$ cat config.mk
export PLATFORM = sky130hd
export DESIGN_NAME = sha256_message_hasher
export DESIGN_NICKNAME = d
export VERILOG_FILES = /design/src/sha_pkg.sv /design/src/sha_wmem.sv /design/src/sha_round.sv /design/src/sha256_message_hasher.sv
export SDC_FILE = /design/constraint.sdc
export NUM_CORES = 2
export LEC_CHECK = 0
export BUFFER_PORTS_ARGS = -buffer_cell sky130_fd_sc_hd__buf_2
export CORE_ASPECT_RATIO = 2
export CORE_MARGIN = 2
export CORE_UTILIZATION = 50
export CTS_BUF_LIST = sky130_fd_sc_hd__clkbuf_2 sky130_fd_sc_hd__clkbuf_4 sky130_fd_sc_hd__clkbuf_8
export CTS_CLUSTER_SIZE = 8
export DETAILED_ROUTE_END_ITERATION = 12
export PLACE_DENSITY_LB_ADDON = 0.3
export SYNTH_ARGS = -nofsm -noshare
export SYNTH_HDL_FRONTEND = slang
export SYNTH_SLANG_ARGS = --single-unit
$ cat constraint.sdc
create_clock -name clk -period 45.9 [get_ports clk]
set_input_delay 2.295 -clock clk [delete_from_list [all_inputs] [get_ports clk]]
set_output_delay 2.295 -clock clk [all_outputs]
set_load 0.01 [all_outputs]
$ cat src/sha_pkg.sv
// ----------------------------------------------------------------------------
// sha_pkg
// Shared types, constants and functions of the SHA-256 message hasher.
// ----------------------------------------------------------------------------
`default_nettype none

package sha_pkg;

  typedef struct packed {
    logic [7:0] msg_byte;
    logic       byte_present;
    logic       end_of_message;
  } msg_t;

  typedef struct packed {
    logic [31:0] digest_word;
    logic [2:0]  word_index;
    logic        last_word;
  } dig_t;

  typedef logic [7:0][31:0] hvec_t;

  typedef struct packed {
    logic        we;
    logic [3:0]  addr;
    logic [31:0] data;
  } wmem_wr_t;

  typedef enum logic [2:0] {
    S_IDLE,
    S_PAD80,
    S_PADZ,
    S_PADLEN,
    S_LOAD,
    S_ROUND,
    S_ADD,
    S_OUT
  } state_t;

  localparam logic [5:0] LEN_START = 6'd56;
  localparam logic [5:0] BLK_LAST  = 6'd63;
  localparam logic [7:0] PAD_MARK  = 8'h80;

  function automatic logic [31:0] h_init(input logic [2:0] idx);
    logic [31:0] r;
    unique case (idx)
      3'd0: r = 32'h6a09e667;
      3'd1: r = 32'hbb67ae85;
      3'd2: r = 32'h3c6ef372;
      3'd3: r = 32'ha54ff53a;
      3'd4: r = 32'h510e527f;
      3'd5: r = 32'h9b05688c;
      3'd6: r = 32'h1f83d9ab;
      default: r = 32'h5be0cd19;
    endcase
    return r;
  endfunction

  function automatic logic [31:0] k_const(input logic [5:0] idx);
    logic [63:0][31:0] tbl;
    tbl = {
      32'hc67178f2, 32'hbef9a3f7, 32'ha4506ceb, 32'h90befffa,
      32'h8cc70208, 32'h84c87814, 32'h78a5636f, 32'h748f82ee,
      32'h682e6ff3, 32'h5b9cca4f, 32'h4ed8aa4a, 32'h391c0cb3,
      32'h34b0bcb5, 32'h2748774c, 32'h1e376c08, 32'h19a4c116,
      32'h106aa070, 32'hf40e3585, 32'hd6990624, 32'hd192e819,
      32'hc76c51a3, 32'hc24b8b70, 32'ha81a664b, 32'ha2bfe8a1,
      32'h92722c85, 32'h81c2c92e, 32'h766a0abb, 32'h650a7354,
      32'h53380d13, 32'h4d2c6dfc, 32'h2e1b2138, 32'h27b70a85,
      32'h14292967, 32'h06ca6351, 32'hd5a79147, 32'hc6e00bf3,
      32'hbf597fc7, 32'hb00327c8, 32'ha831c66d, 32'h983e5152,
      32'h76f988da, 32'h5cb0a9dc, 32'h4a7484aa, 32'h2de92c6f,
      32'h240ca1cc, 32'h0fc19dc6, 32'hefbe4786, 32'he49b69c1,
      32'hc19bf174, 32'h9bdc06a7, 32'h80deb1fe, 32'h72be5d74,
      32'h550c7dc3, 32'h243185be, 32'h12835b01, 32'hd807aa98,
      32'hab1c5ed5, 32'h923f82a4, 32'h59f111f1, 32'h3956c25b,
      32'he9b5dba5, 32'hb5c0fbcf, 32'h71374491, 32'h428a2f98
    };
    return tbl[idx];
  endfunction

endpackage

`default_nettype wire

$ cat src/sha_wmem.sv
// ----------------------------------------------------------------------------
// sha_wmem
// 16 x 32 block word memory, one write port, one registered read port.
// ----------------------------------------------------------------------------
`default_nettype none

module sha_wmem (
  input  wire logic              clk,
  input  wire sha_pkg::wmem_wr_t wr,
  input  wire logic [3:0]        raddr,
  output logic [31:0]            rdata
);

  logic [31:0] mem [16];

  always_ff @(posedge clk) begin
    if (wr.we) begin
      mem[wr.addr] <= wr.data;
    end
    rdata <= mem[raddr];
  end

endmodule

`default_nettype wire

$ cat src/sha_round.sv
// ----------------------------------------------------------------------------
// sha_round
// One SHA-256 compression round and one message schedule step.
// ----------------------------------------------------------------------------
`default_nettype none

module sha_round (
  input  wire sha_pkg::hvec_t vars,
  input  wire logic [31:0]    kw,
  input  wire logic [31:0]    w0,
  input  wire logic [31:0]    w1,
  input  wire logic [31:0]    w9,
  input  wire logic [31:0]    w14,
  output sha_pkg::hvec_t      vars_next,
  output logic [31:0]         w_new
);

  logic [31:0] a, b, c, d, e, f, g, h;
  logic [31:0] bs0, bs1, ch, maj, t1, t2, ss0, ss1;

  assign {h, g, f, e, d, c, b, a} = vars;

  assign bs1 = {e[5:0], e[31:6]} ^ {e[10:0], e[31:11]} ^ {e[24:0], e[31:25]};
  assign bs0 = {a[1:0], a[31:2]} ^ {a[12:0], a[31:13]} ^ {a[21:0], a[31:22]};
  assign ch  = (e & f) ^ (~e & g);
  assign maj = (a & b) ^ (a & c) ^ (b & c);
  assign t1  = h + bs1 + ch + kw + w0;
  assign t2  = bs0 + maj;

  assign vars_next = {g, f, e, d + t1, c, b, a, t1 + t2};

  assign ss0   = {w1[6:0], w1[31:7]} ^ {w1[17:0], w1[31:18]} ^ {3'b000, w1[31:3]};
  assign ss1   = {w14[16:0], w14[31:17]} ^ {w14[18:0], w14[31:19]} ^ {10'd0, w14[31:10]};
  assign w_new = ss1 + w9 + ss0 + w0;

endmodule

`default_nettype wire

$ cat src/sha256_message_hasher.sv
// ----------------------------------------------------------------------------
// sha256_message_hasher
// Byte-serial SHA-256: buffers blocks in word memory, compresses, pads and
// streams the digest.
// ----------------------------------------------------------------------------
//  channel | dir | payload          | handshake
//  msg     | in  | sha_pkg::msg_t   | msg_valid / msg_stall
//  dig     | out | sha_pkg::dig_t   | dig_valid / dig_stall
//
//  A byte request is accepted in the cycle it is offered while idle; each
//  full block then holds input through 16 word reads from block memory
//  (plus the registered read latency), 64 rounds and one hash update.
//  End of message: padding, then one or two compressions, then eight
//  digest words, one per cycle when dig_stall is low.
//  Reset (rst, synchronous) loads the initial hash and clears the count.
// ----------------------------------------------------------------------------
`default_nettype none

module sha256_message_hasher (
  input  wire logic           clk,
  input  wire logic           rst,
  input  wire logic           msg_valid,
  output logic                msg_stall,
  input  wire sha_pkg::msg_t  msg,
  output logic                dig_valid,
  input  wire logic           dig_stall,
  output sha_pkg::dig_t       dig
);

  sha_pkg::state_t  state, state_next, ret;
  sha_pkg::hvec_t   hash, vars, vars_next;
  logic [63:0]      cnt, len;
  logic [23:0]      acc;
  logic [5:0]       cyc;
  logic [2:0]       widx;
  logic [15:0][31:0] w;
  logic [31:0]      w_new, rdata;
  sha_pkg::wmem_wr_t wr;
  logic             acc_in, absorb_en, full, load_word;
  logic [7:0]       absorb_byte;
  logic [2:0]       lbsel;

  assign acc_in    = msg_valid && !msg_stall;
  assign msg_stall = (state != sha_pkg::S_IDLE);
  assign lbsel     = 3'd7 - cnt[2:0];
  assign load_word = (state == sha_pkg::S_OUT) && (!dig_valid || !dig_stall);

  // absorb path and memory write
  always_comb begin
    absorb_en   = 1'b0;
    absorb_byte = 8'd0;
    unique case (state)
      sha_pkg::S_IDLE: begin
        absorb_en   = acc_in && msg.byte_present;
        absorb_byte = msg.msg_byte;
      end
      sha_pkg::S_PAD80: begin
        absorb_en   = 1'b1;
        absorb_byte = sha_pkg::PAD_MARK;
      end
      sha_pkg::S_PADZ: begin
        absorb_en   = (cnt[5:0] != sha_pkg::LEN_START);
      end
      sha_pkg::S_PADLEN: begin
        absorb_en   = 1'b1;
        absorb_byte = len[{lbsel, 3'b000} +: 8];
      end
      default: begin
        absorb_en   = 1'b0;
      end
    endcase
    full    = absorb_en && (cnt[5:0] == sha_pkg::BLK_LAST);
    wr.we   = absorb_en && (cnt[1:0] == 2'd3);
    wr.addr = cnt[5:2];
    wr.data = {acc, absorb_byte};
  end

  always_comb begin
    state_next = state;
    unique case (state)
      sha_pkg::S_IDLE: begin
        if (acc_in) begin
          if (full) state_next = sha_pkg::S_LOAD;
          else if (msg.end_of_message) state_next = sha_pkg::S_PAD80;
        end
      end
      sha_pkg::S_PAD80: begin
        state_next = full ? sha_pkg::S_LOAD : sha_pkg::S_PADZ;
      end
      sha_pkg::S_PADZ: begin
        if (cnt[5:0] == sha_pkg::LEN_START) state_next = sha_pkg::S_PADLEN;
        else if (full) state_next = sha_pkg::S_LOAD;
      end
      sha_pkg::S_PADLEN: begin
        if (full) state_next = sha_pkg::S_LOAD;
      end
      sha_pkg::S_LOAD: begin
        if (cyc == 6'd16) state_next = sha_pkg::S_ROUND;
      end
      sha_pkg::S_ROUND: begin
        if (cyc == 6'd63) state_next = sha_pkg::S_ADD;
      end
      sha_pkg::S_ADD: begin
        state_next = ret;
      end
      sha_pkg::S_OUT: begin
        if (load_word && widx == 3'd7) state_next = sha_pkg::S_IDLE;
      end
      default: state_next = sha_pkg::S_IDLE;
    endcase
  end

  sha_wmem u_wmem (
    .clk   (clk),
    .wr    (wr),
    .raddr (cyc[3:0]),
    .rdata (rdata)
  );

  sha_round u_round (
    .vars      (vars),
    .kw        (sha_pkg::k_const(cyc)),
    .w0        (w[0]),
    .w1        (w[1]),
    .w9        (w[9]),
    .w14       (w[14]),
    .vars_next (vars_next),
    .w_new     (w_new)
  );

  always_ff @(posedge clk) begin
    if (rst) begin
      state     <= sha_pkg::S_IDLE;
      ret       <= sha_pkg::S_IDLE;
      cnt       <= 64'd0;
      cyc       <= 6'd0;
      widx      <= 3'd0;
      dig_valid <= 1'b0;
      for (int i = 0; i < 8; i++) hash[i] <= sha_pkg::h_init(3'(i));
    end else begin
      state <= state_next;
      if (absorb_en) begin
        cnt <= cnt + 64'd1;
        acc <= {acc[15:0], absorb_byte};
      end
      if (state == sha_pkg::S_IDLE && acc_in && msg.end_of_message) begin
        len <= (cnt + 64'(msg.byte_present)) << 3;
      end
      if (full) begin
        unique case (state)
          sha_pkg::S_IDLE:   ret <= msg.end_of_message ? sha_pkg::S_PAD80 : sha_pkg::S_IDLE;
          sha_pkg::S_PADLEN: ret <= sha_pkg::S_OUT;
          default:           ret <= sha_pkg::S_PADZ;
        endcase
      end
      if (state_next != state) cyc <= 6'd0;
      else cyc <= cyc + 6'd1;
      if (state == sha_pkg::S_LOAD) begin
        if (cyc == 6'd0) vars <= hash;
        else w <= {rdata, w[15:1]};
      end
      if (state == sha_pkg::S_ROUND) begin
        vars <= vars_next;
        w    <= {w_new, w[15:1]};
      end
      if (state == sha_pkg::S_ADD) begin
        for (int i = 0; i < 8; i++) hash[i] <= hash[i] + vars[i];
      end
      if (load_word) begin
        dig_valid       <= 1'b1;
        dig.digest_word <= hash[widx];
        dig.word_index  <= widx;
        dig.last_word   <= (widx == 3'd7);
        widx            <= widx + 3'd1;
        if (widx == 3'd7) begin
          cnt <= 64'd0;
          for (int i = 0; i < 8; i++) hash[i] <= sha_pkg::h_init(3'(i));
        end
      end else if (!dig_stall) begin
        dig_valid <= 1'b0;
      end
    end
  end

endmodule

`default_nettype wire

==> flow_metrics.tcl <==
set metrics [dict create \
    status "finished, violations left" \
    violations "capacitance limit, slew limit" \
    overflow 0 \
    grtUsageTotal_pct 32.0 \
    yosysTopAreaCell "edfxtp_1" \
    critPathSlowestCell "a2111oi_2" \
    ff_latch_area_um2 50000 \
    postRouteAntennaNets 0 \
    place_hpwl_mm 227 \
    numCtsBuffers 285 \
    io_pins 52 \
    pwr-share-seq_pct 24.6 \
    p_int_mw 4.63 \
    p_clk_share_pct 16.2 \
    fin_crit_sh_pct 20.1 \
    port_buffers 51 \
    slew_headroom_pct -0.846 \
    cts_resized 0 \
    rsz0062_at_grt "no" \
    synth_edf_count 1401 \
    max-cap-violations 1 \
    path_clk_slew_ns 0.08 \
    area_growth_pct 9.32 \
    grt_pass1_wl_mm 451 \
    ir_drop_v 0.000100 \
    insertion_delay_ns 0.98 \
    syn_area_per_cell_um2 11.9 \
    fin_crit_ns 9.25 \
    slowest_delay_ns 0.90 \
    synth_area_um2 95200 \
    post-cts-setup-buffers 0 \
    drc_errors 0 \
    cp_top_family "compound AO/OA/AOI/OAI gates" \
    power_leakage_nw 38.3 \
    antenna_found_initial 7 \
    ys_warn_count 0 \
    drt_wl_total_mm 315 \
    p_sw_share_pct 45.7 \
    finalSetupViolations 0 \
    place_congestion 1.03 \
    gr-usage-met1_pct 30.2 \
    drive_gt1_share_pct 14.1 \
    syn_inst 8022 \
    dieArea_um2 194000 \
    drt_iter0_drc 5125 \
    skew_ns 0.124 \
    die_h_um 621 \
    syn-num-nets 8628 \
    final-max-slew-violation-count 2 \
    crit_arrival_ns 10.02 \
    grt_max_degree 157 \
    core_area_um2 189000 \
    die_w_um 313 \
    vias_per_cell 6.10 \
    power_density_nw_per_um2 81.9 \
    p_comb_share_pct 59.3 \
    ctsLongestPathBuffers 4 \
    h-tree-depth 5 \
    hold_path_class "reg -> reg" \
    worstMarginPinSlew_ns 1.50 \
    vias 66100 \
    met2_usage_pct 58.6 \
    synth_top_area_share_pct 44.2 \
    multiInputGateArea_um2 42100 \
    ys_ff_latch 1798 \
    ctsHoldBuffers 0 \
    synth_cell_types 89 \
    yosysSeqAreaShare_pct 52.6 \
    clock-sinks 1798 \
    use_met3_pct 4.64 \
    fillers 16100 \
    initial_core_util_pct 50.2 \
    cts-root-buf "clkbuf_8" \
    hold_viol 0 \
    critPathCaptureType "register" \
    cp_max_fo 6 \
    fmax_ghz 0.108 \
    holdWs_ns 0.315 \
    worst_ep_required_time_ns 46.68 \
    dr.pass1.iters 6 \
    nNetsFinal 8722 \
    wire_per_inst_um 29.1 \
    synthFlopType "edfxtp_1" \
    cts_tree "yes" \
    critPathBufInv 3 \
    path_class "reg -> reg" \
    crit_top_cell "a21o_1" \
    tns_ns 0 \
    switchingPower_mw 3.89 \
    synth_async_sr_flop_share_pct 0 \
    core.rowCount 226 \
    grt_pass1_vias 67700 \
    startpoint_type "register" \
    top_usage_layer "met2" \
    final_core_util_pct 54.9 \
    synth_area_leaders "edfxtp_1 (44%), dfxtp_1 (8.4%), ha_1 (5.2%)" \
]
synth_stat cells (all sizes together), types with 41 or more instances:
master and n:
nor2b 49, a22oi 44, a31oi 45, or3 50
a21oi 499, buf 79, a21o 187, o21ai 469
clkbuf 306, xnor2 380, nor2 370, nand3 138
nand2 673, fa 195, and3 54, o31ai 41
edfxtp 1401, dfxtp 397, nand2b 49, o21bai 50
mux2 280, ha 397, xor2 278, nor3 112
o21a 60, inv 499, mux2i 138, mux4 137
o211ai 125, a211oi 70
per-layer routing:
| layer | vias to the layer above | share of wire (%) |
|---|---|---|
| met5 | - | 0.013 |
| met4 | 6 | 11 |
| met3 | 1086 | 4.8 |
| met2 | 2520 | 53 |
| met1 | 32800 | 31 |
| li1 | 29600 | - |
per-stage QoR:
stage                     instances  power (mW)  setup slack [ns]  cell area (µm²)
final                         10800        8.52             36.65           104000
after global routing          10800        9.04             36.49           104000
after CTS                     10800        8.47             36.88           104000
after detailed placement      10300        7.07             36.94            98500
after global placement        10300        7.03             36.97            98500
after floorplan                8022        5.64              3.90            95200
cell usage in the layout, fill, tap and decap left out, drive strengths merged, types with 187 or more instances in the layout:
cell / synthesis / routed
a21o: 187 / 187
xnor2: 380 / 380
dfxtp: 397 / 397
clkbuf: 306 / 446
mux2: 280 / 280
nor2: 370 / 370
nand2: 673 / 673
edfxtp: 1401 / 1401
inv: 499 / 501
o21ai: 469 / 469
ha: 397 / 397
a21oi: 499 / 499
xor2: 278 / 278
buf: 79 / 192
fa: 195 / 195
sequential cells by signal, summed over array words and instances, names as in the netlist:
signal	cells
widx	3
state	3
cyc	6
acc	24
dig_valid	1
cnt	61
u_wmem.rdata	32
hash	256
u_wmem.mem	512
u_round.kw	32
dig	36
vars	256
ret	3
len	61
w	512
worst reg2reg max path: stages, from the launching register on:
cell       delay, ns
edfxtp_1        0.58
xor2_1          0.23
xnor2_1         0.64
fa_1            0.54
fa_1            0.50
inv_1           0.05
ha_1            0.20
fa_1            0.48
a211oi_1        0.37
o211ai_1        0.26
a2111oi_2       0.90
nor2_1          0.17
a21o_1          0.22
a21oi_1         0.24
xnor2_1         0.20
inv_1           0.10
fa_1            0.49
inv_1           0.04
ha_1            0.33
a21o_1          0.20
a21o_1          0.19
a21o_1          0.18
a21o_1          0.19
a211oi_1        0.60
o221ai_1        0.34
a221oi_1        0.35
xnor3_1         0.26
o21ai_0         0.15
worst paths after layout:
| kind | slack (ns) | cells after the start | start | end |
|---|---|---|---|---|
| setup / recovery | 36.65 | 27 | vars[135] | vars[31] |
| hold reg to reg | 0.32 | 0 | w[488] | w[456] |
| hold / removal | 0.32 | 0 | w[488] | w[456] |
| setup reg to reg | 36.65 | 27 | vars[135] | vars[31] |
kinds of logic after synthesis:
group	after synthesis	synth area share (%)
mux	555	8.01
fa+ha+maj	595	9.35
xor+xnor	659	6.08
compound gates	1844	12.3
buf+inv	885	3.55
flops	1798	52.6
simple gates	1686	8.19
area by class of cell:
type | count | share of cell area [%]
Inverter | 500 | 1.80
Timing Repair Buffer | 192 | 1.32
Antenna cell | 4 | 0.00962
Clock inverter | 38 | 0.253
Clock buffer | 446 | 5.08
Multi-Input combinational cell | 5339 | 40.4
Tap cell | 2508 | 3.02
Sequential cell | 1798 | 48.1
power groups by stage:
stage	sequential (mW)	clock [mW]	combinational (mW)
finish	2.09	1.38	5.05
global route	2.10	1.47	5.47
CTS	2.09	1.40	4.98
detailed placement	2.13	0	4.95
global placement	2.12	0	4.91
floorplan	2.15	0	3.49
No activity file was read; power rests on OpenSTA's default activity.
